### src/rtl/tcf_pkg.sv
// shared types and constants for the tilt complementary filter
package tcf_pkg;

    localparam int CORDIC_STEPS = 16;
    localparam int ACC_FRAC     = 16;
    localparam int PRE_SHIFT    = 14;
    localparam int CW           = 36;   // cordic datapath width
    localparam int AW           = 26;   // angle accumulator width
    localparam int STEP_W       = 4;

    localparam logic [8:0]  WEIGHT_RESET = 9'd238;
    localparam logic [15:0] SENS_RESET   = 16'd131;
    localparam logic [0:0]  REG_WEIGHT   = 1'b0;
    localparam logic [0:0]  REG_SENS     = 1'b1;

    typedef enum logic [2:0] {
        ST_IDLE, ST_RUN, ST_DIV, ST_BLEND, ST_OUT
    } tcf_state_t;

    typedef enum logic [1:0] {
        PH_IDLE, PH_LOAD, PH_DIV
    } tcf_phase_t;

    typedef struct packed {
        logic start;
        logic done;
    } tcf_lane_ctl_t;

    function automatic logic signed [AW-1:0] atan_entry(input logic [STEP_W-1:0] i);
        logic signed [AW-1:0] r;
        begin
            unique case (i)
                4'd0:  r = 26'sd2949120;
                4'd1:  r = 26'sd1740967;
                4'd2:  r = 26'sd919879;
                4'd3:  r = 26'sd466945;
                4'd4:  r = 26'sd234379;
                4'd5:  r = 26'sd117304;
                4'd6:  r = 26'sd58666;
                4'd7:  r = 26'sd29335;
                4'd8:  r = 26'sd14668;
                4'd9:  r = 26'sd7334;
                4'd10: r = 26'sd3667;
                4'd11: r = 26'sd1833;
                4'd12: r = 26'sd917;
                4'd13: r = 26'sd458;
                4'd14: r = 26'sd229;
                default: r = 26'sd115;
            endcase
            return r;
        end
    endfunction

endpackage

### src/rtl/tcf_cordic_lane.sv
// one iterative vectoring cordic lane giving atan2(y, x) in degrees
module tcf_cordic_lane #(
    parameter int ANGLE_FRAC_BITS = 7
) (
    input  logic                clk,
    input  logic                rst_n,
    input  tcf_pkg::tcf_lane_ctl_t ctl,
    input  logic signed [15:0]  y_in,
    input  logic signed [15:0]  x_in,
    output logic                busy,
    output logic signed [15:0]  angle
);
    import tcf_pkg::*;

    localparam int SH = ACC_FRAC - ANGLE_FRAC_BITS;
    localparam int LIM_RAW = 180 * (1 << ANGLE_FRAC_BITS);
    localparam int LIM = (LIM_RAW > 32767) ? 32767 : LIM_RAW;

    logic signed [CW-1:0] x_reg, x_next, y_reg, y_next;
    logic signed [AW-1:0] acc_reg, acc_next;
    logic [STEP_W-1:0]    step_reg, step_next;
    logic                 busy_reg, busy_next;
    logic                 zero_reg, zero_next;
    logic signed [CW-1:0] xs, ys, dx, dy;
    logic signed [AW:0]   rnd;
    logic signed [AW:0]   q;

    always_comb
    begin
        x_next = x_reg;
        y_next = y_reg;
        acc_next = acc_reg;
        step_next = step_reg;
        busy_next = busy_reg;
        zero_next = zero_reg;
        xs = CW'(x_in) <<< PRE_SHIFT;
        ys = CW'(y_in) <<< PRE_SHIFT;
        dx = y_reg >>> step_reg;
        dy = x_reg >>> step_reg;
        if (ctl.start)
        begin
            zero_next = (x_in == 16'sd0) && (y_in == 16'sd0);
            busy_next = 1'b1;
            step_next = '0;
            if (x_in < 0)
            begin
                if (y_in >= 0)
                begin
                    x_next = ys;  y_next = -xs;  acc_next = AW'(90 <<< ACC_FRAC);
                end
                else
                begin
                    x_next = -ys; y_next = xs;   acc_next = -AW'(90 <<< ACC_FRAC);
                end
            end
            else
            begin
                x_next = xs; y_next = ys; acc_next = '0;
            end
        end
        else if (busy_reg)
        begin
            if (y_reg >= 0)
            begin
                x_next = x_reg + dx; y_next = y_reg - dy;
                acc_next = acc_reg + atan_entry(step_reg);
            end
            else
            begin
                x_next = x_reg - dx; y_next = y_reg + dy;
                acc_next = acc_reg - atan_entry(step_reg);
            end
            step_next = step_reg + 1'b1;
            if (step_reg == STEP_W'(CORDIC_STEPS - 1))
                busy_next = 1'b0;
        end
    end

    always_ff @(posedge clk or negedge rst_n)
    begin
        if (!rst_n)
        begin
            busy_reg <= 1'b0;
            step_reg <= '0;
        end
        else
        begin
            busy_reg <= busy_next;
            step_reg <= step_next;
        end
    end

    always_ff @(posedge clk)
    begin
        x_reg <= x_next;
        y_reg <= y_next;
        acc_reg <= acc_next;
        zero_reg <= zero_next;
    end

    always_comb
    begin
        if (SH > 0)
            rnd = ((AW+1)'(acc_reg) + ((AW+1)'(1) <<< (SH - 1))) >>> SH;
        else
            rnd = (AW+1)'(acc_reg) <<< (-SH);
        if (zero_reg)
            q = '0;
        else if (rnd > LIM)
            q = (AW+1)'(LIM);
        else if (rnd < -LIM)
            q = -(AW+1)'(LIM);
        else
            q = rnd;
    end

    assign busy  = busy_reg;
    assign angle = q[15:0];
endmodule

### config.mk
export PLATFORM = sky130hd
export DESIGN_NAME = tcf_cordic_lane
export DESIGN_NICKNAME = d
export VERILOG_FILES = /design/src/rtl/tcf_pkg.sv /design/src/rtl/tcf_cordic_lane.sv
export SDC_FILE = /design/constraint.sdc
export NUM_CORES = 1
export LEC_CHECK = 0
export ABC_AREA = 0
export CAP_MARGIN = 20
export CORE_AREA = 2 2 179 181
export DETAILED_ROUTE_END_ITERATION = 8
export DIE_AREA = 0 0 181 183
export DONT_BUFFER_PORTS = 1
export PLACE_DENSITY = 0.74
export SYNTH_ARGS = -nofsm -noshare
export SYNTH_HDL_FRONTEND = slang
export SYNTH_SLANG_ARGS = --single-unit
### constraint.sdc
create_clock -name clk -period 6.8 [get_ports clk]
set_input_delay 0 -clock clk [delete_from_list [all_inputs] [get_ports clk]]
set_output_delay 0 -clock clk [all_outputs]
set_load 0.02 [all_outputs]
Yosys cells after proc, flatten, opt, wreduce, memory -nomap -nowiden
Memories as Yosys holds them, arrays and structs flattened. Cells that the tools add are included.

Flip-flop bits (word level): 104. Memories kept: 2. Bits in read-only memories: 704. Input port bits: 36. Logic and storage cells: 59. Output and inout bits: 17.

Memory list: (name not given) (depth 16, bits a word 22, read ports 1, clocked after memory_dff 0, write ports 0, RTL line tcf_pkg.sv:32) `unique case (i)`; (name not given) (depth 16, bits a word 22, read ports 1, clocked after memory_dff 0, write ports 0, RTL line tcf_pkg.sv:32).

Magnitude comparators: 5. Shift-type cells: 2. Reduce and logical (&&, ||, !) cells: 4. Equality and inequality tests: 1. Add/sub/neg operators: 10. Multiplexer cells: 29.

Operators by type and width (count): 36-bit two-way mux (10); 26-bit two-way mux (11); 36-bit adder (2); 30-bit negator with 36-bit output (2); 36-bit by 4-bit >>> shifter with 36-bit output (2); 36-bit subtractor (2); 16-bit two-way mux (3); 36-bit by 1-bit greater-or-equal comparator with 1-bit output, second input constant (1); 16-bit logical NOT (2); 26-bit by 10-bit adder with 27-bit output, second input constant (1); 26-bit adder (1); 26-bit subtractor (1); 18-bit by 16-bit > comparator with 1-bit output, second input constant (1); 18-bit by 16-bit < comparator with 1-bit output, second input constant (1); 16-bit by 1-bit greater-or-equal comparator with 1-bit output, second input constant (1); 16-bit by 1-bit < comparator with 1-bit output, second input constant (1); 4-bit two-way mux (2); 4-bit by 1-bit adder with 4-bit output, second input constant (1); 4-bit equality test, second input constant (1); 1-bit two-way mux (3); 2-bit nonzero test (1); 1-bit logical AND (1).

Depth between registers and ports, before layout
Word-level depth: 8. Gate-level depth with buffers: 30. Gate-level depth less buffers: 21.

Worst setup path before layout
Ideal clock, no wire load.

Kind: register to register. From: register step_reg[3]. To: register x_reg[34], data pin. Cell stages (with the launch flop): 27. Data arrival time: 6.705 ns. Path slack: -0.165 ns. Cells stage by stage: dfrtp_1 clkbuf_1 clkbuf_1 buf_4 buf_4 clkbuf_1 clkbuf_1 clkbuf_1 clkbuf_1 clkbuf_1 a31o_2 ha_1 inv_1 or4_1 clkbuf_1 o21ai_0 xor2_1 ha_1 and4_1 nand4_1 or2_2 o31ai_1 o2111ai_1 a2111oi_0 nor3_1 a21oi_1 mux2_2.

Cells in the longest elaborated chain, start to end: 5. Elaborated cells on any way between the ends: 6. Classes of those cells: 2 x add/sub; 1 x shift; 3 x mux.

Ends and longest elaborated chain: from (decl) (RTL line tcf_cordic_lane.sv:21) `logic [STEP_W-1:0] step_reg, step_next;`; from (signal assigned) (RTL line tcf_cordic_lane.sv:89) `step_reg <= step_next;`; 36-bit by 4-bit >>> shifter with 36-bit output * (RTL line tcf_cordic_lane.sv:38) `dx = y_reg >>> step_reg;`; 36-bit subtractor or 36-bit adder (tied branches) (RTL line tcf_cordic_lane.sv:70, tcf_cordic_lane.sv:65); 36-bit two-way mux * (RTL line tcf_cordic_lane.sv:63) `if (y_reg >= 0)`; 36-bit two-way mux * (RTL line tcf_cordic_lane.sv:61) `else if (busy_reg)`; 36-bit two-way mux * (RTL line tcf_cordic_lane.sv:40) `if (ctl.start)`; via x_next[34] (RTL line tcf_cordic_lane.sv:19) `logic signed [CW-1:0] x_reg, x_next, y_reg, y_next;`; to (signal assigned) (RTL line tcf_cordic_lane.sv:95) `x_reg <= x_next;`; to (decl) (RTL line tcf_cordic_lane.sv:19).

The timed path passes the listed nets; every way through them passes the cells marked *. The select of a mux whose other input is x is not followed. A chain may end at the register's enable or synchronous reset.

Worst setup path in the final report
From: register step_reg[0]. To: register x_reg[33], data pin.

The elaborated chain is that of the path after synthesis.

==> run_results.csv <==
group,metric,value,unit
logic_synthesis,post_synth_instance_area,0.0169,mm^2
critical_path,timing.critical_path.required,6950,ps
timing,max_clock_freq,152,MHz
logic_synthesis,postSynth.asyncResetShare,4.81,%
global_route,gr-total-overflow,0,
timing,setup_viol,0,
critical_path,endpoint_kind,"flop",
clock_network,cts-root-to-sink-buffers,2,
placed_design,place_hpwl,40100,um
clock_network,cts-buffers-inserted,9,
critical_path,crit_path_top_delay_cell,"mux4_1",
clock_network,worst_skew_pair.late_latency,390,ps
critical_path,path_cells,"mux4_1, mux2_2, or3_1, a211o_1, or4_1, or2_2, o21ai_0, xor2_1, ha_1, a21oi_1, o21ai_0, a211oi_1, o31ai_1, o2111ai_1, a211oi_1, or3_1, a21oi_1, mux2_2",
logic_synthesis,syn_area_per_cell,8.32,um^2
clock_network,tritoncts_num_sinks,104,
timing,drv_slew,0,
status,run_status,"finished, final reports clean",
routing,avgViaCountPerCell,6.79,
clock_network,htree_levels,3,
floorplanning,ios,53,
logic_synthesis,synth-seq-cells,104,
routing,first_pass_iters,7,
routing,routed-via-count,16530,
logic_synthesis,synth_top_flop_cell,"edfxtp_1",
critical_path,worst_setup_path_startpoint,"step_reg[0]$_DFFE_PN0P_",
critical_path,timing.critical_path.arrival,6720,ps
routing,drt-total-wl,54300,um
timing,slew-limit-headroom,23.9,%
logic_synthesis,yosysTopAreaCell,"edfxtp_1",
floorplanning,floorplan.die.height,183,um
global_route,first_global_vias,15697,
timing,max_slew.worst_pin.slew,1130,ps
logic_synthesis,post_synth_most_frequent_cells,"198 x nand2_1, 187 x nor2_1, 158 x o21ai_0",
critical_path,cp_startpoint_kind,"flop",
routing,routedWlPerCell,22.3,um
logic_synthesis,post_synth_num_cell_types,91,
timing,hold_viol,0,
logic_synthesis,synth.most_common_cell,"nand2_1",
logic_synthesis,synth-edff-count,99,
logic_synthesis,synth_top_cells_by_area,"edfxtp_1 18%, ha_1 8.0%, mux4_2 6.1%",
routing,remaining_number_of_nets_flagged_by_the_antenna_check_after_routing,0,
timing,clock_skew,11.0,ps
global_route,antenna_found_initial,1,
routing,post-route-drc-count,0,
hold_path,hold_crit_path_type,"input pin to flop",
layout,proportion_of_layout_cells_with_a_drive_suffix_above_1,10.0,%
timing,timing.setup.tns,0,ps
floorplanning,area_enclosed_by_the_die_boundary,0.0331,mm^2
critical_path,regToRegSetupSlack,240,ps
routing,drt_iter0_drc,1644,
logic_synthesis,synth_fp_nets,2179,
clock_network,tritoncts,"built",
clock_network,cts_root_buf,"clkbuf_16",
floorplanning,die_w,181,um
layout,fillerInstances,2831,
critical_path,critical_path.reg2reg.startpoint,"step_reg[0]$_DFFE_PN0P_",
layout,num_antenna_cells,0,
hold_path,hp-start,"x_in[15]",
logic_synthesis,synthCells,2032,
logic_synthesis,synth.yosys.warnings,0,
placed_design,place.gp.congestion,1.11,
critical_path,critical_path.max_stage_delay,700,ps
logic_synthesis,synth_seq_area_share,18.3,%
layout,num-nets-final,2176,
floorplanning,rows,65,
critical_path,critical_path.max_fanout,15,
layout,synthToLayoutAreaGrowth,6.89,%
placed_design,buffer_ports.inserted,0,
logic_synthesis,synth_largest_type_area_fraction,17.6,%
timing,rsz0062_at_grt,"no",
global_route,globalRouteTotalUtil,32.5,%
critical_path,critical_path_class,"flop to flop",
timing,layout_worst_path_cycle_share,96.5,%
floorplanning,fp.coreArea,0.0312,mm^2
global_route,grt_pass1_wl,84800,um
run,cap_viol_max_count,0,
clock_network,clk_pin_slew,80,ps
timing,period_minus_slack,6560,ps
floorplanning,initial_utilization,54.1,%
global_route,grt_max_degree,138,
==> routing by layer <==
metal | up-vias | global-route usage, % | wire length (um)
met4 | 2 | 14.4 | 2210
met1 | 7870 | 40.9 | 22000
met2 | 813 | 52.6 | 24500
met5 | - | 0 | 13
li1 | 7691 | - | -
met3 | 154 | 8.44 | 5590
==> repair_timing <==
action                     4_1_cts  5_1_grt
setup buffers                    0        1
hold buffers                    45        0
hold endpoints to repair       110        0
setup endpoints to repair        0        7
resized for setup                0        0
==> layout by cell type (no fill, tap or decap), drive strengths merged, types with 14 or more instances in the layout <==
master and n:
edfxtp 99, mux4 65, or3 29, o22ai 16
a21oi 123, a31oi 26, xor2 79, a211oi 33
nand4 15, nor2 187, nand2 199, dlygate4sd3 43
a21o 52, xnor2 112, or2 14, buf 66
nand2b 31, ha 108, o211ai 47, o31ai 33
inv 45, mux2i 68, nor3 48, o21bai 14
nor4 15, nor2b 25, mux2 42, o21ai 163
and2 14, nand3 41
==> through the flow <==
stage          hold WS (ps)  setup WS [ps]  instance area, um^2  cells  util, %
4_1_cts                1.49            296                18100   2435     57.8
6_report               3.34            235                18100   2436     57.9
3_5_place_dp           -295            326                17300   2374     55.4
5_1_grt                32.1           8.23                18100   2436     57.9
2_1_floorplan          -296           73.6                16900   2032        -
3_3_place_gp           -295            387                17300   2374     55.4
==> path summary, 6_finish.rpt <==
kind | to | cells after the start
min reg2reg | acc_reg[0]$_SDFFCE_PP0P_ | 2
max | x_reg[33]$_DFFE_PP_ | 18
min in group asynchronous | step_reg[3]$_DFFE_PN0P_ | 2
min | y_reg[16]$_DFFE_PP_ | 3
max reg2reg | x_reg[33]$_DFFE_PP_ | 18
max in group asynchronous | step_reg[0]$_DFFE_PN0P_ | 2
==> critical path, delay by kind of cell, from the launching register on <==
family	cells	cell delay [ps]
xor+xnor	1	390
mux	3	1380
simple gates	4	1650
compound gates	9	1960
fa+ha+maj	1	340
flops	1	610
==> layout make-up <==
class                           count  area, um^2  area share, %
Tap cell                          402         503           2.78
Sequential cell                   104        3110           17.2
Timing Repair Buffer              109        1000           5.55
Multi-Input combinational cell   1759       13000           71.9
Clock buffer                        9         225           1.25
Inverter                           46         173          0.956
Clock inverter                      7        62.6          0.346
==> cell families (layout without fill, tap and decap cells) <==
| group | count (synthesis) | after routing | synth area share, % |
|---|---|---|---|
| xor+xnor | 191 | 191 | 9.90 |
| buf+inv | 169 | 171 | 4.88 |
| compound gates | 618 | 618 | 23.8 |
| simple gates | 664 | 664 | 18.9 |
| flops | 104 | 104 | 18.3 |
| fa+ha+maj | 111 | 111 | 8.35 |
| mux | 175 | 175 | 15.9 |
Power is not shown: default switching activity piles up to over one toggle a cycle in this logic, so the estimate is an artifact.
