$ cat config.mk
export PLATFORM = sky130hd
export DESIGN_NAME = tcf_merge
export DESIGN_NICKNAME = d
export VERILOG_FILES = /design/src/rtl/tcf_pkg.sv /design/src/rtl/tcf_merge.sv
export SDC_FILE = /design/constraint.sdc
export NUM_CORES = 2
export LEC_CHECK = 0
export BUFFER_PORTS_ARGS = -buffer_cell sky130_fd_sc_hd__buf_4
export CORE_MARGIN = 3
export CORE_UTILIZATION = 58
export CTS_CLUSTER_DIAMETER = 60
export DETAILED_ROUTE_END_ITERATION = 7
export PLACE_DENSITY = 0.75
export SYNTH_ARGS = -nofsm -noshare
export SYNTH_HDL_FRONTEND = slang
export SYNTH_SLANG_ARGS = --single-unit
$ cat constraint.sdc
create_clock -name clk -period 23.8 [get_ports clk]
set_input_delay 0 -clock clk [delete_from_list [all_inputs] [get_ports clk]]
set_output_delay 0 -clock clk [all_outputs]
set_load 0.02 [all_outputs]
$ cat src/rtl/tcf_pkg.sv
// shared types and constants for the tilt complementary filter
package tcf_pkg;

    localparam int CORDIC_STEPS = 16;
    localparam int ACC_FRAC     = 16;
    localparam int PRE_SHIFT    = 14;
    localparam int CW           = 36;   // cordic datapath width
    localparam int AW           = 26;   // angle accumulator width
    localparam int STEP_W       = 4;

    localparam logic [8:0]  WEIGHT_RESET = 9'd238;
    localparam logic [15:0] SENS_RESET   = 16'd131;
    localparam logic [0:0]  REG_WEIGHT   = 1'b0;
    localparam logic [0:0]  REG_SENS     = 1'b1;

    typedef enum logic [2:0] {
        ST_IDLE, ST_RUN, ST_DIV, ST_BLEND, ST_OUT
    } tcf_state_t;

    typedef enum logic [1:0] {
        PH_IDLE, PH_LOAD, PH_DIV
    } tcf_phase_t;

    typedef struct packed {
        logic start;
        logic done;
    } tcf_lane_ctl_t;

    function automatic logic signed [AW-1:0] atan_entry(input logic [STEP_W-1:0] i);
        logic signed [AW-1:0] r;
        begin
            unique case (i)
                4'd0:  r = 26'sd2949120;
                4'd1:  r = 26'sd1740967;
                4'd2:  r = 26'sd919879;
                4'd3:  r = 26'sd466945;
                4'd4:  r = 26'sd234379;
                4'd5:  r = 26'sd117304;
                4'd6:  r = 26'sd58666;
                4'd7:  r = 26'sd29335;
                4'd8:  r = 26'sd14668;
                4'd9:  r = 26'sd7334;
                4'd10: r = 26'sd3667;
                4'd11: r = 26'sd1833;
                4'd12: r = 26'sd917;
                4'd13: r = 26'sd458;
                4'd14: r = 26'sd229;
                default: r = 26'sd115;
            endcase
            return r;
        end
    endfunction

endpackage

$ cat src/rtl/tcf_merge.sv
// gyro delta divider and complementary blend of both axes; the first item loads the accel angles instead
module tcf_merge #(
    parameter int ANGLE_FRAC_BITS = 7
) (
    input  logic                clk,
    input  logic                rst_n,
    input  tcf_pkg::tcf_lane_ctl_t ctl,
    input  logic                first,
    input  logic [8:0]          weight,
    input  logic [15:0]         sens,
    input  logic signed [15:0]  gyro_x,
    input  logic signed [15:0]  gyro_y,
    input  logic [19:0]         elapsed_us,
    input  logic signed [15:0]  accel_angle_x,
    input  logic signed [15:0]  accel_angle_y,
    output logic                busy,
    output logic signed [15:0]  fused_angle_x,
    output logic signed [15:0]  fused_angle_y
);
    import tcf_pkg::*;

    localparam int NW = 36 + ANGLE_FRAC_BITS;   // numerator width
    localparam int DW = 36;                     // sens * 1e6 width
    localparam int CNT_W = $clog2(NW + 1);
    localparam int DLT_W = 17 + ANGLE_FRAC_BITS; // signed gyro delta width
    localparam int VW = DLT_W + 12;             // blend sum width
    localparam int LIM_RAW = 180 * (1 << ANGLE_FRAC_BITS);
    localparam int LIM = (LIM_RAW > 32767) ? 32767 : LIM_RAW;

    // one shared restoring divider runs x then y
    logic [NW-1:0]   num_reg, num_next;
    logic [DW:0]     rem_reg, rem_next;
    logic [DW-1:0]   den_reg, den_next;
    logic [CNT_W-1:0] cnt_reg, cnt_next;
    logic            axis_reg, axis_next;
    tcf_phase_t      phase_reg, phase_next;
    logic signed [DLT_W-1:0] dlt_x_reg, dlt_x_next;
    logic signed [15:0] fx_reg, fx_next, fy_reg, fy_next;
    logic [15:0]     mag_x, mag_y, mag;
    logic [DW:0]     trial, rem_sh;
    logic [NW-1:0]   num_init;
    logic [35:0]     prod;
    logic [15:0]     sens_eff;
    logic [NW-1:0]   q_rounded;
    logic signed [DLT_W-1:0] delta;

    assign mag_x = gyro_x[15] ? 16'(-gyro_x) : 16'(gyro_x);
    assign mag_y = gyro_y[15] ? 16'(-gyro_y) : 16'(gyro_y);
    assign mag   = axis_reg ? mag_y : mag_x;
    assign sens_eff = (sens == 16'd0) ? 16'd1 : sens;
    assign prod = 36'(mag) * 36'(elapsed_us);

    // rounded numerator: (mag*dt << F) + den/2
    assign num_init = (NW'(prod) << ANGLE_FRAC_BITS) + NW'(den_reg >> 1);
    assign rem_sh = {rem_reg[DW-1:0], num_reg[NW-1]};
    assign trial  = rem_sh - {1'b0, den_reg};
    assign q_rounded = num_reg;

    function automatic logic signed [15:0] mix(input logic signed [15:0] prev,
                                               input logic signed [DLT_W-1:0] d,
                                               input logic signed [15:0] acc,
                                               input logic [8:0] w);
        logic [8:0] we;
        logic signed [VW-1:0] v;
        logic signed [VW-9:0] s;
        begin
            we = (w > 9'd256) ? 9'd256 : w;
            v = VW'($signed({1'b0, we})) * (VW'(prev) + VW'(d))
              + VW'($signed(10'd256 - {1'b0, we})) * VW'(acc) + VW'(128);
            s = (VW-8)'(v >>> 8);
            if (s > LIM)
                return 16'(LIM);
            else if (s < -LIM)
                return -16'(LIM);
            else
                return s[15:0];
        end
    endfunction

    always_comb
    begin
        num_next = num_reg;
        rem_next = rem_reg;
        den_next = den_reg;
        cnt_next = cnt_reg;
        axis_next = axis_reg;
        phase_next = phase_reg;
        dlt_x_next = dlt_x_reg;
        fx_next = fx_reg;
        fy_next = fy_reg;
        // quotient always fits below 2^(16+F)
        delta = $signed({1'b0, q_rounded[DLT_W-2:0]});
        if ((axis_reg ? gyro_y[15] : gyro_x[15]))
            delta = -delta;
        unique case (phase_reg)
            PH_IDLE:
            begin
                if (ctl.start)
                begin
                    if (first)
                    begin
                        fx_next = accel_angle_x;
                        fy_next = accel_angle_y;
                    end
                    else
                    begin
                        den_next = DW'(sens_eff) * DW'(20'd1000000);
                        axis_next = 1'b0;
                        phase_next = PH_LOAD;
                    end
                end
            end
            PH_LOAD:
            begin
                num_next = num_init;
                rem_next = '0;
                cnt_next = CNT_W'(NW);
                phase_next = PH_DIV;
            end
            PH_DIV:
            begin
                if (cnt_reg != '0)
                begin
                    cnt_next = cnt_reg - 1'b1;
                    if (!trial[DW])
                    begin
                        rem_next = trial;
                        num_next = {num_reg[NW-2:0], 1'b1};
                    end
                    else
                    begin
                        rem_next = rem_sh;
                        num_next = {num_reg[NW-2:0], 1'b0};
                    end
                end
                else if (!axis_reg)
                begin
                    dlt_x_next = delta;
                    axis_next = 1'b1;
                    phase_next = PH_LOAD;
                end
                else
                begin
                    fx_next = mix(fx_reg, dlt_x_reg, accel_angle_x, weight);
                    fy_next = mix(fy_reg, delta, accel_angle_y, weight);
                    phase_next = PH_IDLE;
                end
            end
            default: phase_next = PH_IDLE;
        endcase
    end

    always_ff @(posedge clk or negedge rst_n)
    begin
        if (!rst_n)
        begin
            phase_reg <= PH_IDLE;
            fx_reg <= '0;
            fy_reg <= '0;
            cnt_reg <= '0;
            axis_reg <= 1'b0;
        end
        else
        begin
            phase_reg <= phase_next;
            fx_reg <= fx_next;
            fy_reg <= fy_next;
            cnt_reg <= cnt_next;
            axis_reg <= axis_next;
        end
    end

    always_ff @(posedge clk)
    begin
        num_reg <= num_next;
        rem_reg <= rem_next;
        den_reg <= den_next;
        dlt_x_reg <= dlt_x_next;
    end

    assign busy = (phase_reg != PH_IDLE) || (ctl.start && !first);
    assign fused_angle_x = fx_reg;
    assign fused_angle_y = fy_reg;
endmodule

# [After elaboration in Yosys (flattened, before gate mapping)]
# Cells that the tools add are included.
[word_totals] register_bits=174 inputBits=114 out_inout_bits=33 elab_cells=97
[classes] add_sub_neg=13 mul=6 order_cmp=5 n_eq_ne=8 muxes=38 n_bitwise=3 reduce_logical=15
[ops] cell="16-bit 2-to-1 mux" n=16
[ops] cell="43-bit case mux with 2 select lines" n=1
[ops] cell="35-bit by 26-bit adder with 36-bit output" n=2
[ops] cell="36-bit by 9-bit adder with 36-bit output, second input constant" n=2
[ops] cell="36-bit 2-to-1 mux" n=2
[ops] cell="36-bit case mux with 2 select lines" n=1
[ops] cell="10-bit by 25-bit multiplier with 35-bit output" n=2
[ops] cell="16-bit case mux with 2 select lines" n=2
[ops] cell="28-bit by 16-bit > comparator with 1-bit output, second input constant" n=2
[ops] cell="28-bit by 16-bit less-than comparator with 1-bit output, second input constant" n=2
[ops] cell="10-bit by 16-bit multiplier with 26-bit output" n=2
[ops] cell="16-bit by 24-bit adder with 25-bit output" n=2
[ops] cell="43-bit by 35-bit adder with 43-bit output" n=1
[ops] cell="43-bit 2-to-1 mux" n=1
[ops] cell="37-bit by 36-bit subtractor with 37-bit output" n=1
[ops] cell="16-bit by 20-bit multiplier with 36-bit output" n=1
[ops] cell="16-bit negation" n=2
[ops] cell="16-bit by 14-bit multiplier with 30-bit output, second input constant" n=1
[ops] cell="24-bit 2-to-1 mux" n=1
[ops] cell="23-bit negation with 24-bit output" n=1
[ops] cell="16-bit zero test" n=1
[ops] cell="2-bit != test, second input constant" n=6
[ops] cell="6-bit case mux with 2 select lines" n=1
[ops] cell="9-bit by 9-bit subtractor with 10-bit output, first input constant" n=1
[ops] cell="21 further kinds" n=34

# [Longest topological paths before layout]
[depth] ltp_word=12 depth_mapped=47 depth_no_buf=44

# [Worst setup path after synthesis]
# Ideal clock, no wire load.
[synth_path] kind="flip-flop to flip-flop" start="register axis_reg" end="register fy_reg[7] (netlist: fused_angle_y[7])" setup_time_ps=127 arrival_time_ps=10388 t_required_ps=23673 path_slack_ps=13284 stages_incl_launch_ff=45 n_path_buf=3 synth_period_minus_slack_ps=10516 path_cell_list="dfrtp_1 -> clkbuf_1 -> inv_1 -> nand2_1 -> and2_1 -> clkbuf_1 -> nor2_1 -> xor2_1 -> ha_1 -> o21a_1 -> a21oi_1 -> o21ai_0 -> a41oi_1 -> a211oi_1 -> nor3_1 -> nor3_1 -> a2111oi_0 -> nor2_1 -> [9 not listed] -> fa_1 -> fa_1 -> inv_1 -> fa_1 -> inv_1 -> ha_1 -> and4_1 -> and3_1 -> a21oi_1 -> o21ai_1 -> a22o_1 -> or3_1 -> a21o_1 -> a311oi_2 -> clkbuf_1 -> nor2_1 -> a22oi_1 -> nand3_1"
[synth_via] elab_chain_cells=12 word_cells_on_any_way=15 cone_classes="add/sub (3); mul (1); order compare (2); eq/ne (1); mux (7); reduce/logical (1)"
[synth_rtl] item="from (decl)" line="tcf_merge.sv:35" text="logic axis_reg, axis_next;"
[synth_rtl] item="from (signal assigned)" line="tcf_merge.sv:169" text="axis_reg <= axis_next;"
[synth_rtl] item="1-bit 2-to-1 mux *" line="tcf_merge.sv:93" text="if ((axis_reg ? gyro_y[15] : gyro_x[15]))"
[synth_rtl] item="24-bit 2-to-1 mux *" line="tcf_merge.sv:93"
[synth_rtl] item="named net delta[2]" line="tcf_merge.sv:45" text="logic signed [DLT_W-1:0] delta;"
[synth_rtl] item="16-bit by 24-bit adder with 25-bit output *" line="tcf_merge.sv:68" text="v = VW'($signed({1'b0, we})) * (VW'(prev) + VW'(d))"
[synth_rtl] item="10-bit by 25-bit multiplier with 35-bit output *" line="tcf_merge.sv:68"
[synth_rtl] item="35-bit by 26-bit adder with 36-bit output *" line="tcf_merge.sv:69" text="+ VW'($signed(10'd256 - {1'b0, we})) * VW'(acc) + VW'(128);"
[synth_rtl] item="36-bit by 9-bit adder with 36-bit output *" line="tcf_merge.sv:69"
[synth_rtl] item="28-bit by 16-bit less-than comparator with 1-bit output" line="tcf_merge.sv:73" text="else if (s < -LIM)"
[synth_rtl] item="16-bit 2-to-1 mux" line="tcf_merge.sv:73"
[synth_rtl] item="16-bit 2-to-1 mux *" line="tcf_merge.sv:71" text="if (s > LIM)"
[synth_rtl] item="16-bit 2-to-1 mux *" line="tcf_merge.sv:136" text="else if (!axis_reg)"
[synth_rtl] item="16-bit 2-to-1 mux *" line="tcf_merge.sv:122" text="if (cnt_reg != '0)"
[synth_rtl] item="16-bit case mux with 2 select lines *" line="tcf_merge.sv:95" text="unique case (phase_reg)"
[synth_rtl] item="to (signal assigned)" line="tcf_merge.sv:167" text="fy_reg <= fy_next;"
[synth_rtl] item="to (decl)" line="tcf_merge.sv:38" text="logic signed [15:0] fx_reg, fx_next, fy_reg, fy_next;"
# Mark *: on every way through the listed nets, which the timed path passes. The rest lies on a longest branch. The select of a mux whose other input is x is not followed.
# A chain may end at the register's enable or synchronous reset.

# [Worst setup path after layout]
[layout_path] start="register axis_reg" end="register fy_reg[0] (netlist: fused_angle_y[0])"
# The elaborated chain is that of the path after synthesis.

==> run summary <==
The average cell area after synthesis is between 8 and 9 um2. The first global-routing pass estimated 240 mm of wire. The total routing usage reported by global routing is 28.6%. Summed over all layers, the global routing overflow is 0.

In this run the tool buffered the top-level ports with 145 buffer cells. The number of H-tree levels came out at 4. The synthesized area came out at 58,200 um2. Among the stages of the critical path, the cell type that occurs most often is sky130_fd_sc_hd__fa_1.

The vias after detailed routing came out at between 40,000 and 50,000. The data required time of the worst path is around 24 ns. The area growth from synthesis to layout is 5.40%. The die area came out at 104,000 um2. Counting every sink on the clock net gives ~170.

The final worst-path cycle share came out at 57.7%. For this block, wires on met1 add up to around 57 mm. The final routed DRC violation total is 0. The flow ran to the end, and the final reports show no timing, DRC or antenna violations. Counting the buffers created by CTS gives 17. The shortest period the worst path allows came out at about 14 ns. The slowest cell on the critical path is sky130_fd_sc_hd__dfrtp_1. In the synthesized netlist, the cells that appear most often are sky130_fd_sc_hd__inv_1, sky130_fd_sc_hd__fa_1, sky130_fd_sc_hd__nand2_1. The synthesized flop and latch total is 174.

The total number of placement rows came out at 115. The total wire length after detailed routing came out at between 100 and 150 mm. The pin count of the biggest net entering global routing is 81.

The number of nets in the layout is ~8,400. Setup repair after global routing left no endpoint under its margin. From left edge to right edge, the die measures roughly 320 um. The sequential-to-total area share from yosys stat came out at 8.62%. Summed over all nets, wire length on met3 after detailed routing comes to between 9 and 10 mm. The final RePlAce weighted congestion came out at between 0.9 and 1. The proportion of layout cells with a drive suffix above 1 is under 10%. The clock latency of the later-clocked register in the worst-skew pair came out at about 0.45 ns. The maximum root-to-sink buffer count came out at 2. The setup TNS after final layout is 0 ns. The cell count after synthesis came out at 6,549.

The portion of synthesized cell area occupied by the leading cell type is roughly two fifths. In this run the tightest slew margin relative to its limit is 17.2%. The highest metal layer carrying signal wires in the routed design is met4. Grouping stages by cell kind, the critical path spends the most delay in compound AO/OA/AOI/OAI gates. The number of gates resized after CTS came out at 0. The async set or reset register ratio after synthesis came out at 23.6%. The worst setup path is launched from a register. Clock skew on the completed layout was measured at 0.0189 ns. Clock tree synthesis selected as its root buffer the cell sky130_fd_sc_hd__clkbuf_16. The initial core utilization is 58.8%. The worst stage delay on the critical path is 1.08 ns. Among all flip-flop cells after synthesis, the most frequent one is sky130_fd_sc_hd__edfxtp_1. The count of flip-flops with a built-in enable after synthesis came out at 133. The biggest area contributor in the post-synthesis netlist is sky130_fd_sc_hd__fa_1. The synthesized netlist contains 85 unique library cells. The detailed-routed wire length on met2 came out at 71.3 mm.

The number of detailed-routing iterations run before antenna repair came out at 6. In the post-synthesis netlist, the biggest area contributors are sky130_fd_sc_hd__fa_1, sky130_fd_sc_hd__ha_1, sky130_fd_sc_hd__inv_1. The final setup violation count is 0. The final number of hold-violating endpoints is 0. The number of pins exceeding their max-slew limit in the final report came out at 0. The most common cell in the synthesized netlist is sky130_fd_sc_hd__inv_1. Using the TritonRoute via totals, the vias-per-cell ratio works out to 5.67. In this run the worst path has a maximum fanout of 33. The critical path endpoint category is a register. The layout has 8,358 filler cells. The max capacitance violation total is 0.

During I/O placement, the number of pins put on the boundary was approximately 150. The via count of the first global-routing pass came out at 47,300. Together, buffers and inverters on the worst path number 6. In this run the standard cell core region covers 99,000 um2. The clock slew at the register clock pins of the worst setup and hold paths is 0.08 ns.

The number of flip-flops under the largest register name is 43. The number of antenna violations at the first check in global routing came out at 5. The vertical die dimension came out at 323 um. The data arrival time at the worst-slack endpoint came out at 14.04 ns.

The transition time of the tightest slew-check pin came out at 1.23 ns. The number of warnings issued by yosys came out at 0. TritonCTS built the clock tree. The final HPWL from detailed placement is 118 mm. Once detail routing completed, the nets flagged for antenna violations numbered 0.

The post-detailed-route wirelength per cell is 18.2 um. In this run the worst hold path is classified as in2reg. Derived from the worst setup path, the maximum achievable clock frequency is between 70 and 80 MHz. The worst setup path is of the reg2reg kind. The DRC violation total after the first TritonRoute iteration came out at 2,872.
## final cells by class
class	instances	area (um2)	share of cell area, %
timing repair buffer	202	1540	2.50
tap	1287	1610	2.62
sequential	174	5020	8.18
clock inverter	11	111	0.182
antenna	5	12.5	0.0204
inverter	1429	5360	8.74
multi-input combinational	4744	47200	77.0
clock buffer	21	450	0.734
## metrics by stage
step	worst slack, ns	hold WS (ns)	util (%)	instances	instance area (um2)
final	10.08	0.0188	62.0	7873	61300
after global routing	9.05	0.0169	62.0	7868	61300
after CTS	10.10	0.000469	62.0	7868	61300
after detailed placement	10.17	0.0404	61.3	7828	60700
after global placement	10.33	0.0333	61.3	7828	60700
after floorplan	13.28	-0.296	-	6579	58300
## kinds of logic (layout without fill, tap and decap cells)
group	Yosys count	after routing	synth area share, %
muxes	11	11	0.198
other	2	37	0.0129
buffers and inverters	1661	1663	10.7
and+or+nand+nor	1933	1933	16.0
DFF	174	174	8.62
xor gates and xnor gates	258	258	3.88
AOI/OAI and AO/OA	806	806	9.21
adders and majority gates	1704	1704	51.3
## worst register-to-register path: cells and delay by family, from the launching register on
kind / cells / cell delay [ns]
adder cells (fa/ha/maj): 9 / 4.18
XOR/XNOR: 1 / 0.77
buffers and inverters: 6 / 0.58
AND/OR/NAND/NOR: 10 / 2.36
flip-flops: 1 / 1.08
AO/OA/AOI/OAI: 14 / 4.61
## worst paths after layout
path	to	slack (ns)	from	cells after the start
max	fused_angle_y[0]	10.08	axis_reg	40
min	fused_angle_y[14]	0.02	accel_angle_y[14]	3
max reg2reg	fused_angle_y[0]	10.08	axis_reg	40
min reg2reg	cnt_reg[0]	0.51	cnt_reg[0]	1
max in group asynchronous	axis_reg	23.23	rst_n	2
min in group asynchronous	fused_angle_x[1]	0.16	rst_n	2
## layout by cell type, fill, tap and decap left out, drive strengths merged, types with 17 or more instances in the layout
| cell type | n |
|---|---|
| nand3b | 20 |
| inv | 1429 |
| nor2 | 267 |
| a211o | 17 |
| a211oi | 32 |
| edfxtp | 133 |
| a21o | 83 |
| dfrtp | 41 |
| o211ai | 20 |
| buf | 194 |
| ha | 565 |
| nor3 | 72 |
| nor4 | 23 |
| clkbuf | 21 |
| o21ai | 167 |
| xnor2 | 169 |
| a31oi | 29 |
| and3 | 48 |
| and2 | 371 |
| nand2b | 37 |
| xor2 | 89 |
| o21bai | 23 |
| nand3 | 103 |
| or2 | 20 |
| fa | 1139 |
| nand4 | 18 |
| o21a | 40 |
| conb | 32 |
| nand2 | 798 |
| nor2b | 72 |
| or3 | 41 |
| a21oi | 216 |
| o31ai | 35 |
## what timing repair did
item,in CTS,in global routing
setup buffers,0,0
endpoints found under the hold margin,48,0
hold buffers,8,0
## routing by layer
layer	up-vias	track usage, %
li1	20400	-
met1	22400	36.6
met2	1455	50.2
met3	343	3.75
met4	0	9.98
met5	-	0
Power is not shown: default switching activity piles up to over one toggle a cycle in this logic, so the estimate is an artifact.
